==> config.mk <==
export PLATFORM = sky130hd
export DESIGN_NAME = riff_chunk_extractor
export DESIGN_NICKNAME = d
export VERILOG_FILES = /design/src/rtl/rce_pkg.sv /design/src/rtl/rce_input_stage.sv /design/src/rtl/rce_parser.sv /design/src/rtl/rce_output_stage.sv /design/src/rtl/riff_chunk_extractor.sv
export SDC_FILE = /design/constraint.sdc
export NUM_CORES = 1
export LEC_CHECK = 0
export BUFFER_PORTS_ARGS = -buffer_cell sky130_fd_sc_hd__buf_2
export CELL_PAD_IN_SITES_DETAIL_PLACEMENT = 0
export CELL_PAD_IN_SITES_GLOBAL_PLACEMENT = 1
export CORE_MARGIN = 5
export CORE_UTILIZATION = 43
export CTS_CLUSTER_DIAMETER = 120
export DETAILED_ROUTE_END_ITERATION = 10
export PLACE_DENSITY = 0.75
export SETUP_SLACK_MARGIN = 0.15
export SLEW_MARGIN = 20
export SYNTH_ARGS = -nofsm -noshare
export SYNTH_HDL_FRONTEND = slang
export SYNTH_SLANG_ARGS = --single-unit
==> constraint.sdc <==
create_clock -name clk -period 4.05 [get_ports clk]
set_input_delay 0.81 -clock clk [delete_from_list [all_inputs] [get_ports clk]]
set_output_delay 0.81 -clock clk [all_outputs]
set_load 0.02 [all_outputs]
==> src/rtl/rce_pkg.sv <==
`default_nettype none
// ----------------------------------------------------------------------------
// rce_pkg
// Shared types and constants for the RIFF chunk extractor.
// ----------------------------------------------------------------------------
package rce_pkg;

    localparam logic [31:0] TAG_RIFF  = 32'h4646_4952;
    localparam logic [31:0] TAG_WAVE  = 32'h4556_4157;
    localparam logic [31:0] TAG_IXML  = 32'h4C4D_5869;

    localparam logic [3:0]  FILE_HDR_LAST  = 4'd11;
    localparam logic [3:0]  CHUNK_HDR_LAST = 4'd7;
    localparam logic [3:0]  TAG_BYTES      = 4'd4;
    localparam logic [3:0]  SIZE_BYTES_END = 4'd8;

    localparam logic [2:0]  OC_BYTE       = 3'd0;
    localparam logic [2:0]  OC_EMPTY      = 3'd1;
    localparam logic [2:0]  OC_BAD_HEADER = 3'd2;
    localparam logic [2:0]  OC_TRUNCATED  = 3'd3;
    localparam logic [2:0]  OC_NOT_FOUND  = 3'd4;

    typedef enum logic [4:0] {
        PH_FILE_HDR  = 5'b00001,
        PH_CHUNK_HDR = 5'b00010,
        PH_PAYLOAD   = 5'b00100,
        PH_SKIP      = 5'b01000,
        PH_DONE      = 5'b10000
    } phase_t;

    typedef struct packed {
        logic [7:0] stream_byte;
        logic       end_of_file;
    } item_t;

    typedef struct packed {
        logic [7:0] payload_byte;
        logic       last_byte;
        logic [2:0] outcome;
    } result_t;

endpackage
`default_nettype wire

==> src/rtl/rce_input_stage.sv <==
`default_nettype none
// ----------------------------------------------------------------------------
// rce_input_stage
// Input register: holds one accepted byte until the parser consumes it.
// ----------------------------------------------------------------------------
module rce_input_stage (
    input  wire logic          clk,
    input  wire logic          rst_n,
    input  wire logic          s_tvalid,
    output logic               s_tready,
    input  wire rce_pkg::item_t s_item,
    input  wire logic          advance,
    output logic               item_valid,
    output rce_pkg::item_t     item
);

    logic           valid_reg;
    logic           valid_next;
    rce_pkg::item_t item_reg;

    assign s_tready   = !valid_reg || advance;
    assign item_valid = valid_reg;
    assign item       = item_reg;

    always_comb
    begin
        valid_next = valid_reg;
        if (s_tready)
        begin
            valid_next = s_tvalid;
        end
    end

    always_ff @(posedge clk or negedge rst_n)
    begin
        if (!rst_n)
        begin
            valid_reg <= 1'b0;
        end
        else
        begin
            valid_reg <= valid_next;
        end
    end

    always_ff @(posedge clk)
    begin
        if (s_tvalid && s_tready)
        begin
            item_reg <= s_item;
        end
    end

endmodule
`default_nettype wire

==> src/rtl/rce_parser.sv <==
`default_nettype none
// ----------------------------------------------------------------------------
// rce_parser
// Header check, chunk walk and payload pass-through; one byte per cycle unless the result register is stalled.
// ----------------------------------------------------------------------------
module rce_parser (
    input  wire logic           clk,
    input  wire logic           rst_n,
    input  wire logic           cfg_wr_en,
    input  wire logic [31:0]    cfg_wr_data,
    input  wire logic           fire,
    input  wire rce_pkg::item_t item,
    output logic                res_valid,
    output rce_pkg::result_t    res,
    output rce_pkg::phase_t     phase
);

    logic [31:0]     target_reg;
    rce_pkg::phase_t phase_reg, phase_next;
    logic [3:0]      count_reg, count_next;
    logic            mismatch_reg, mismatch_next;
    logic [31:0]     id_reg, id_next;
    logic [31:0]     size_reg, size_next;
    logic [32:0]     remain_reg, remain_next;

    logic [7:0]      b;
    logic            eof;
    logic [31:0]     tag;
    logic [7:0]      want;
    logic            mismatch_now;
    logic [31:0]     size_new;
    logic [32:0]     remain_dec;

    assign b     = item.stream_byte;
    assign eof   = item.end_of_file;
    assign phase = phase_reg;

    assign tag          = (count_reg < rce_pkg::TAG_BYTES) ? rce_pkg::TAG_RIFF
                                                           : rce_pkg::TAG_WAVE;
    assign want         = tag[{count_reg[1:0], 3'b000} +: 8];
    assign mismatch_now = mismatch_reg
                          || ((count_reg < rce_pkg::TAG_BYTES
                               || count_reg >= rce_pkg::SIZE_BYTES_END)
                              && b != want);
    assign size_new     = {b, size_reg[31:8]};
    assign remain_dec   = (remain_reg != '0) ? remain_reg - 33'd1 : remain_reg;

    always_comb
    begin
        phase_next    = phase_reg;
        count_next    = count_reg;
        mismatch_next = mismatch_reg;
        id_next       = id_reg;
        size_next     = size_reg;
        remain_next   = remain_reg;
        res_valid     = 1'b0;
        res           = '0;

        unique case (phase_reg)
            rce_pkg::PH_FILE_HDR:
            begin
                mismatch_next = mismatch_now;
                if (count_reg == rce_pkg::FILE_HDR_LAST)
                begin
                    count_next = '0;
                    if (mismatch_now)
                    begin
                        res_valid  = 1'b1;
                        res        = '{8'd0, 1'b1, rce_pkg::OC_BAD_HEADER};
                        phase_next = rce_pkg::PH_DONE;
                    end
                    else
                    begin
                        phase_next = rce_pkg::PH_CHUNK_HDR;
                    end
                end
                else
                begin
                    count_next = count_reg + 4'd1;
                end
                if (eof && !res_valid)
                begin
                    res_valid = 1'b1;
                    res       = '{8'd0, 1'b1,
                                  (count_reg == rce_pkg::FILE_HDR_LAST)
                                  ? rce_pkg::OC_NOT_FOUND : rce_pkg::OC_BAD_HEADER};
                end
            end
            rce_pkg::PH_CHUNK_HDR:
            begin
                if (count_reg < rce_pkg::TAG_BYTES)
                begin
                    id_next = {b, id_reg[31:8]};
                end
                else
                begin
                    size_next = size_new;
                end
                if (count_reg == rce_pkg::CHUNK_HDR_LAST)
                begin
                    count_next = '0;
                    if (id_reg == target_reg)
                    begin
                        if (size_new == '0)
                        begin
                            res_valid  = 1'b1;
                            res        = '{8'd0, 1'b1, rce_pkg::OC_EMPTY};
                            phase_next = rce_pkg::PH_DONE;
                        end
                        else
                        begin
                            remain_next = {1'b0, size_new};
                            phase_next  = rce_pkg::PH_PAYLOAD;
                            if (eof)
                            begin
                                res_valid = 1'b1;
                                res       = '{8'd0, 1'b1, rce_pkg::OC_TRUNCATED};
                            end
                        end
                    end
                    else
                    begin
                        // odd sized chunks carry one pad byte
                        remain_next = {1'b0, size_new} + {32'd0, size_new[0]};
                        phase_next  = (size_new == '0) ? rce_pkg::PH_CHUNK_HDR
                                                       : rce_pkg::PH_SKIP;
                    end
                end
                else
                begin
                    count_next = count_reg + 4'd1;
                end
                if (eof && !res_valid)
                begin
                    res_valid = 1'b1;
                    res       = '{8'd0, 1'b1, rce_pkg::OC_NOT_FOUND};
                end
            end
            rce_pkg::PH_PAYLOAD:
            begin
                remain_next = remain_dec;
                res_valid   = 1'b1;
                if (remain_dec == '0)
                begin
                    res        = '{b, 1'b1, rce_pkg::OC_BYTE};
                    phase_next = rce_pkg::PH_DONE;
                end
                else if (eof)
                begin
                    res = '{8'd0, 1'b1, rce_pkg::OC_TRUNCATED};
                end
                else
                begin
                    res = '{b, 1'b0, rce_pkg::OC_BYTE};
                end
            end
            rce_pkg::PH_SKIP:
            begin
                remain_next = remain_dec;
                if (remain_dec == '0)
                begin
                    phase_next = rce_pkg::PH_CHUNK_HDR;
                end
                if (eof)
                begin
                    res_valid = 1'b1;
                    res       = '{8'd0, 1'b1, rce_pkg::OC_NOT_FOUND};
                end
            end
            default:
            begin
                // done: drop bytes until end of file
            end
        endcase

        if (eof)
        begin
            phase_next    = rce_pkg::PH_FILE_HDR;
            count_next    = '0;
            mismatch_next = 1'b0;
            id_next       = '0;
            size_next     = '0;
            remain_next   = '0;
        end
    end

    always_ff @(posedge clk or negedge rst_n)
    begin
        if (!rst_n)
        begin
            target_reg   <= rce_pkg::TAG_IXML;
            phase_reg    <= rce_pkg::PH_FILE_HDR;
            count_reg    <= '0;
            mismatch_reg <= 1'b0;
            id_reg       <= '0;
            size_reg     <= '0;
            remain_reg   <= '0;
        end
        else
        begin
            if (cfg_wr_en)
            begin
                target_reg <= cfg_wr_data;
            end
            if (fire)
            begin
                phase_reg    <= phase_next;
                count_reg    <= count_next;
                mismatch_reg <= mismatch_next;
                id_reg       <= id_next;
                size_reg     <= size_next;
                remain_reg   <= remain_next;
            end
        end
    end

endmodule
`default_nettype wire

==> src/rtl/rce_output_stage.sv <==
`default_nettype none
// ----------------------------------------------------------------------------
// rce_output_stage
// Result register driving the master stream side.
// ----------------------------------------------------------------------------
module rce_output_stage (
    input  wire logic             clk,
    input  wire logic             rst_n,
    input  wire logic             load,
    input  wire rce_pkg::result_t res,
    output logic                  can_load,
    output logic                  m_tvalid,
    input  wire logic             m_tready,
    output rce_pkg::result_t      m_res
);

    logic             valid_reg;
    logic             valid_next;
    rce_pkg::result_t res_reg;

    assign can_load = !valid_reg || m_tready;
    assign m_tvalid = valid_reg;
    assign m_res    = res_reg;

    always_comb
    begin
        valid_next = valid_reg;
        if (m_tready)
        begin
            valid_next = 1'b0;
        end
        if (load)
        begin
            valid_next = 1'b1;
        end
    end

    always_ff @(posedge clk or negedge rst_n)
    begin
        if (!rst_n)
        begin
            valid_reg <= 1'b0;
        end
        else
        begin
            valid_reg <= valid_next;
        end
    end

    always_ff @(posedge clk)
    begin
        if (load)
        begin
            res_reg <= res;
        end
    end

endmodule
`default_nettype wire

==> src/rtl/riff_chunk_extractor.sv <==
`default_nettype none
// ----------------------------------------------------------------------------
// riff_chunk_extractor
// Streaming RIFF/WAVE chunk extractor with a configurable chunk id.
// ----------------------------------------------------------------------------
// Usage:
//   Feed the file one byte per transaction on s_tdata; assert s_tlast on the
//   final byte of the file. cfg_wr_data written with cfg_wr_en sets the chunk
//   id to extract (first id byte in bits 7:0); write it only while idle.
//   Results leave on m_*: m_tdata is the payload byte, m_tuser the outcome
//   (payload byte, empty chunk, bad header, truncated payload, not found)
//   and m_tlast marks the final payload byte and every status result.
//   An accepted byte sits in the input register; its result is then
//   loaded into the result register, which drives m_*. Throughput: one
//   byte per cycle while the result register is free or being drained;
//   the single decode step between the input and result registers sets it.
//   A byte that produces no result also moves on, unless the result
//   register is full and stalled.
//   When the receiver stalls, the result register holds and the input
//   register fills, after which s_tready drops; nothing is lost.
//   Reset clears the parser to the file header phase and loads id 'iXML'.
//   After an end-of-file byte the parser rearms; the chunk id is kept.
// ----------------------------------------------------------------------------
module riff_chunk_extractor (
    input  wire logic        clk,
    input  wire logic        rst_n,
    input  wire logic        cfg_wr_en,
    input  wire logic [31:0] cfg_wr_data,
    input  wire logic        s_tvalid,
    output logic             s_tready,
    input  wire logic [7:0]  s_tdata,   // [7:0] stream_byte
    input  wire logic        s_tlast,   // end_of_file
    output logic             m_tvalid,
    input  wire logic        m_tready,
    output logic [7:0]       m_tdata,   // [7:0] payload_byte
    output logic             m_tlast,   // last_byte
    output logic [2:0]       m_tuser    // [2:0] outcome
);

    rce_pkg::item_t   s_item;
    rce_pkg::item_t   item;
    logic             item_valid;
    logic             can_load;
    logic             fire;
    logic             res_valid;
    rce_pkg::result_t res;
    rce_pkg::result_t m_res;
    rce_pkg::phase_t  phase;

    assign s_item = '{s_tdata, s_tlast};
    // advance the held byte only when its result, if any, has a place to go
    assign fire   = item_valid && can_load;

    rce_input_stage u_input (
        .clk        (clk),
        .rst_n      (rst_n),
        .s_tvalid   (s_tvalid),
        .s_tready   (s_tready),
        .s_item     (s_item),
        .advance    (fire),
        .item_valid (item_valid),
        .item       (item)
    );

    rce_parser u_parser (
        .clk         (clk),
        .rst_n       (rst_n),
        .cfg_wr_en   (cfg_wr_en),
        .cfg_wr_data (cfg_wr_data),
        .fire        (fire),
        .item        (item),
        .res_valid   (res_valid),
        .res         (res),
        .phase       (phase)
    );

    rce_output_stage u_output (
        .clk      (clk),
        .rst_n    (rst_n),
        .load     (fire && res_valid),
        .res      (res),
        .can_load (can_load),
        .m_tvalid (m_tvalid),
        .m_tready (m_tready),
        .m_res    (m_res)
    );

    assign m_tdata = m_res.payload_byte;
    assign m_tlast = m_res.last_byte;
    assign m_tuser = m_res.outcome;

`ifndef SYNTHESIS
    a_status_is_last: assert property (@(posedge clk) disable iff (!rst_n)
        m_tvalid && m_tuser != rce_pkg::OC_BYTE |-> m_tlast && m_tdata == 8'd0)
        else $error("status result without last mark or with payload");

    a_rearm_after_eof: assert property (@(posedge clk) disable iff (!rst_n)
        fire && item.end_of_file |=> phase == rce_pkg::PH_FILE_HDR)
        else $error("parser did not rearm after end of file");

    a_no_overwrite: assert property (@(posedge clk) disable iff (!rst_n)
        fire && res_valid |-> !m_tvalid || m_tready)
        else $error("result register overwritten while stalled");
`endif

endmodule
`default_nettype wire

# == Yosys cells after proc, flatten, opt, wreduce, memory -nomap -nowiden ==
# Index checks and enable logic that the tools add are counted.
# op_classes
shifts,1
mux,55
n_addsub,3
reduce_logical,31
n_eq_ne,14
n_lt_le_gt_ge,2
# op_table
cell,n
two-way mux 32 bit,6
two-way mux 33 bit,5
two-way mux 12 bit,8
case mux 33 bit (2 select lines),1
case mux 12 bit (4 select lines),1
two-way mux 5 bit,8
adder 32 x 1 -> 33 bit,1
zero test 33 bit,1
nonzero test 33 bit,1
"subtractor 33 x 1 -> 33 bit, second input constant",1
equality test 32 bit,1
zero test 32 bit,1
indexed part select 32 x 6 -> 8 bit,1
two-way mux 4 bit,7
two-way mux 26 bit,1
case mux 5 bit (4 select lines),1
two-way mux 1 bit,14
"inequality test 3 x 2 -> 1 bit, second input constant",4
inequality test 8 bit,1
case mux 4 bit (2 select lines),1
nonzero test 2 bit,4
logical AND 1 bit,6
AND reduction 3 bit,2
AND reduction 6 bit,1
other kinds (20),28
# word_totals
output_inout_bits,14
wordCells,120
inputBits,46
register_bits,162

# == Depth between registers and ports, before layout ==
# logic_depth
word_depth,15
mapped_depth,13

# == Hierarchy ==
# Synthesis repeated with hierarchy kept, for this count alone.
# unflattened
cells_unflattened,932
area_unflattened_um2,9082.5
# by_module_without_submodules
module,instances,area_per_inst_um2,cells_per_inst
rce_parser,1,8338.0,902
rce_output_stage,1,407.9,15
rce_input_stage,1,324.1,13
riff_chunk_extractor,1,12.5,2

# == Worst setup path before layout ==
# No wires, ideal clock.
# synth_path
path_kind,reg-to-reg
from,register u_parser.remain_reg[0]
to,register u_output.res_reg (netlist bit u_output.m_res[1]) (data pin)
setup_ns,0.259
synth_period_minus_slack_ns,3.759
required_time_ns,3.791
slack_ns,0.291
stages_incl_launch_ff,14
arrival_time_ns,3.500
cell_sequence,dfrtp_1 -> inv_1 -> ha_1 -> buf_2 -> or4b_2 -> or4_1 -> clkbuf_1 -> o31a_1 -> o31ai_1 -> nand3_1 -> or4_4 -> nor3_4 -> nor2_1 -> a211o_1
# synth_lines
item,line_no,rtl
from (decl),rce_parser.sv:24,"logic [32:0] remain_reg, remain_next;"
from (signal assigned),rce_parser.sv:212,remain_reg <= remain_next;
to (signal assigned),rce_output_stage.sv:54,res_reg <= res;
to (decl),rce_output_stage.sv:19,rce_pkg::result_t res_reg;

# == Worst setup path in the final report ==
# layout_path
from,register u_parser.remain_reg[12]
to,"register u_parser.phase_reg[3], in the netlist u_parser.phase[3]"
# layout_between
elab_chain_len,5
word_cells_on_any_way,7
cone_classes,add/sub (1); eq/ne (2); mux (1); reduce/logical (3)
# layout_rtl
item,line_no,rtl
subtractor 33 x 1 -> 33 bit / nonzero test 33 bit (equally long branches),rce_parser.sv:46,assign remain_dec = (remain_reg != '0) ? remain_reg - 33'd1 : remain_reg;
two-way mux 33 bit (*),rce_parser.sv:46,
zero test 33 bit (*),"rce_parser.sv:143, rce_parser.sv:160",
inequality test 3 x 2 -> 1 bit (no source line),-,
AND reduction 6 bit (no source line) (*),-,
to (signal assigned),rce_parser.sv:192,phase_reg <= rce_pkg::PH_FILE_HDR;
to (signal assigned),rce_parser.sv:207,phase_reg <= phase_next;
to (decl),rce_parser.sv:19,"rce_pkg::phase_t phase_reg, phase_next;"
# Mark *: on every way between the ends. The rest lies on a longest branch, timed or not.
# A chain may end at the register's enable or synchronous reset.

==> impl_results.md <==
- Crit Path Max Fanout: 5
- NumNets Final: 1039
- Pins Over Slew Limit: 0
- Hold Fails Final Rpt: 0
- Status: completed
- Worst Setup EP: u_parser.phase[3]
- Pleak: 4.41 nW
- Clock share of power: 29.9%
- Mean routed wirelength per cell: 19.1 um
- Asr flop ratio synth: 86.4%
- 1st-pass router iterations: 5
- Die width: 153 um
- R2r startpoint: u_parser.remain_reg[12]
- Yosys reg bits: roughly 150
- Post-DP HPWL: 17.3 mm
- Syn_area_per_cell: between 9 and 10 um2
- First-pass GRT wire length: 39.9 mm
- Switching fraction of total power: about 39%
- Total Power: about 5.6 mW
- I/O Buffers: 59
- Final core occ: roughly half
- Clock Latency Late Sink: roughly 0.43 ns
- Num ports: 60
- Die ar.: 23300 um2
- RSZ-0062 raised after global routing: false
- Std-Cell Rows: 52
- All-layer global routing usage: 20.9%
- Worst path arrival time: ~4.1 ns
- Max FFs per register: 33
- H-tree depth: 4
- Routed WL: 24.2 mm
- Initial Util: around 43%
- Synth Warn #: 0
- Commonest non-fill, non-tap cell in the layout: dfrtp_1
- Maximum root-to-sink buffer count: 2
- Crit path from: u_parser.remain_reg[12]
- Power Internal: roughly 3.4 mW
- Total CTS buffers: 17
- Most frequent cells in the layout: dfrtp_1, o21ai_0, nand2_1
- Flop pwr share: 35.1%
- Fmax: 263 MHz
- Min Tclk post-route: 3.80 ns
- Cell count after synthesis: 922
- Crit Path Class: flip-flop to flip-flop
- Placed Cells: 1230
- Final Skew: 0.0166 ns
- RD Place Congestion: 0.906
- Startpoint types: flip-flop
- Fillcell total: 1912
- Synth cell types: between 70 and 80
- Initial DRC count: 581
- Worst reg-to-reg setup slack: between 0.2 and 0.25 ns
- RR Endpoint: u_parser.phase[3]
- Number of global-route vias before repair: 7142
- Final setup vio count: 0
- Final setup TNS: 0 ns
- Die Span Y: 153 um
- DRC errors left: 0
- DR vias/cell: slightly below 6
- Clock transition at path regs: approximately 0.080 ns
- CTS root buf: clkbuf_16
- Total number of vias: 7365
- GRT busiest layer: met2
- Area grow syn2layout: 17.5%
- FF-to-FF path depth: 11
- Register area share after synthesis: 45.4%
- Sw power: 2.18 mW
- TritonCTS sink count: 154
- Largest net degree at the start of global routing: 90
- Fraction of layout cells with a size suffix above 1: about a quarter
- Comb power frac: 35.0%
- Ys flop type: dfrtp_1
- Slew of the pin with the lowest slew margin: 1.00 ns
- Finished Layout Cells: 1271
- Worst hold slack: between 0.4 and 0.5 ns
- TritonCTS clock tree: done
- Core Region: 20200 um2
- Cell area after layout: 10300 um2
- Max Cap Violations: 0
- Met3 usage: approximately 4%
- Net Count, Synth: 973
- GR Layer Usage met1: 30.9%
- Pwr dens: 545 nW/um2
- EDFF count, synth: 21
- Worst VDD drop: around 310 uV
- Worst EP required: 4.36 ns
- Routing usage on met2: 31.8%
- GR Overflow Total: 0
- Final ANT Viol Nets: 0
- Ant diodes: 0
- Max-slew headroom: 33.1%
- Final period util: between 90% and 100%
- Crit. End Element: flip-flop
- Mapped Area: 8760 um2
- Post-cts hold buffer count: 0
- Antenna violations before repair: 1
- Placed cell areas: between 9000 and 10000 um2
- Sequential Area: 3980 um2
- Setup WS pre-CTS: 0.0660 ns
- Final WS setup: 0.247 ns
- Area of the multi-input gates: 4510 um2
- Min-delay worst type: input port to async pin
metal layers:
layer  share of wire [%]  wire length [um]
met1                  47             11500
met2                  46             11100
met3                 5.4              1300
met4                 1.4               348
met5               0.054                13
power by group through the flow:
stage / sequential (mW) / clock, mW / combinational, mW
CTS: 1.96 / 1.70 / 1.87
detailed placement: 1.99 / 0 / 1.86
finish: 1.97 / 1.67 / 1.96
floorplan: 1.94 / 0 / 1.30
global route: 1.99 / 1.77 / 2.17
global placement: 1.99 / 0 / 1.87
worst max-delay path: stages (launching register included):
cell and delay, ns:
dfrtp_1 0.42, or4_4 0.56, or4_4 0.55, nor4_4 0.41
buf_4 0.18, or4b_1 0.12, nand3_1 0.08, or4_4 0.55
nor3_4 0.21, buf_12 0.15, o21bai_2 0.12, mux2_4 0.34
how the worst min path moves through the flow:
stage,startpoint,endpoint,slack [ns],cells after the start
final,rst_n,u_parser.remain_reg[3],0.47,1
after global routing,rst_n,u_parser.remain_reg[2],0.54,1
after CTS,rst_n,u_parser.remain_reg[32],0.50,1
after detailed placement,u_parser.phase[0],u_parser.phase[0],0.51,2
after global placement,u_parser.phase[0],u_parser.phase[0],0.50,2
after floorplan,u_parser.remain_reg[24],u_parser.remain_reg[24],0.46,2
final cells by class:
| cell class | instances | share of cell area, % |
|---|---|---|
| clock buffer | 17 | 4.13 |
| clock inverter | 15 | 2.06 |
| inverter | 19 | 0.693 |
| multi-input combinational | 681 | 43.9 |
| sequential | 154 | 38.7 |
| tap | 270 | 3.28 |
| timing repair buffer | 115 | 7.30 |
what timing repair did:
action	in CTS	in global routing
resized for setup	1	12
pin swaps	1	6
cloned	0	0
hold endpoints to repair	0	0
buffers inserted	1	8
endpoints found under the setup margin	13	14
Yosys cell counts, types with 3 or more instances:
master / number / area [um2]
dfrtp_1: 118 / 2950
o21ai_0: 85 / 425
nand2_1: 78 / 293
nor2_1: 69 / 259
clkbuf_1: 56 / 210
xor2_1: 48 / 420
a22o_1: 43 / 377
a21oi_1: 34 / 170
nor4_1: 33 / 206
mux2_2: 32 / 360
nor3_1: 31 / 155
edfxtp_1: 21 / 631
nand3_1: 19 / 95.1
inv_1: 18 / 67.6
xnor2_1: 18 / 158
nand4_1: 16 / 100
dfstp_2: 15 / 394
and2_1: 12 / 75.1
or4_1: 10 / 75.1
a31oi_1: 9 / 56.3
nand2b_1: 9 / 56.3
o31ai_1: 9 / 67.6
or3_1: 9 / 56.3
and3_1: 8 / 50.1
buf_2: 7 / 35.0
nand3b_1: 7 / 52.6
or2_2: 7 / 43.8
nor4b_1: 6 / 52.6
o31a_1: 6 / 52.6
buf_1: 5 / 18.8
ha_1: 5 / 62.6
o41ai_1: 5 / 43.8
a21o_1: 4 / 30.0
nor3b_1: 4 / 30.0
o2111ai_1: 4 / 35.0
a2111oi_0: 3 / 26.3
a211oi_1: 3 / 22.5
nor2b_1: 3 / 18.8
o21a_1: 3 / 22.5
or4_4: 3 / 33.8
or4b_2: 3 / 30.0
logic make-up (layout without fill, tap and decap cells):
kind of cell	count (synthesis)	count (layout)	synth area share (%)
DFF	154	154	45.4
AOI/OAI and AO/OA	235	235	18.0
buffers and inverters	87	166	3.83
muxes	35	35	4.57
and+or+nand+nor	340	340	20.8
xor gates and xnor gates	66	66	6.60
adders and majority gates	5	5	0.714
(Power assumes the default switching activity.)
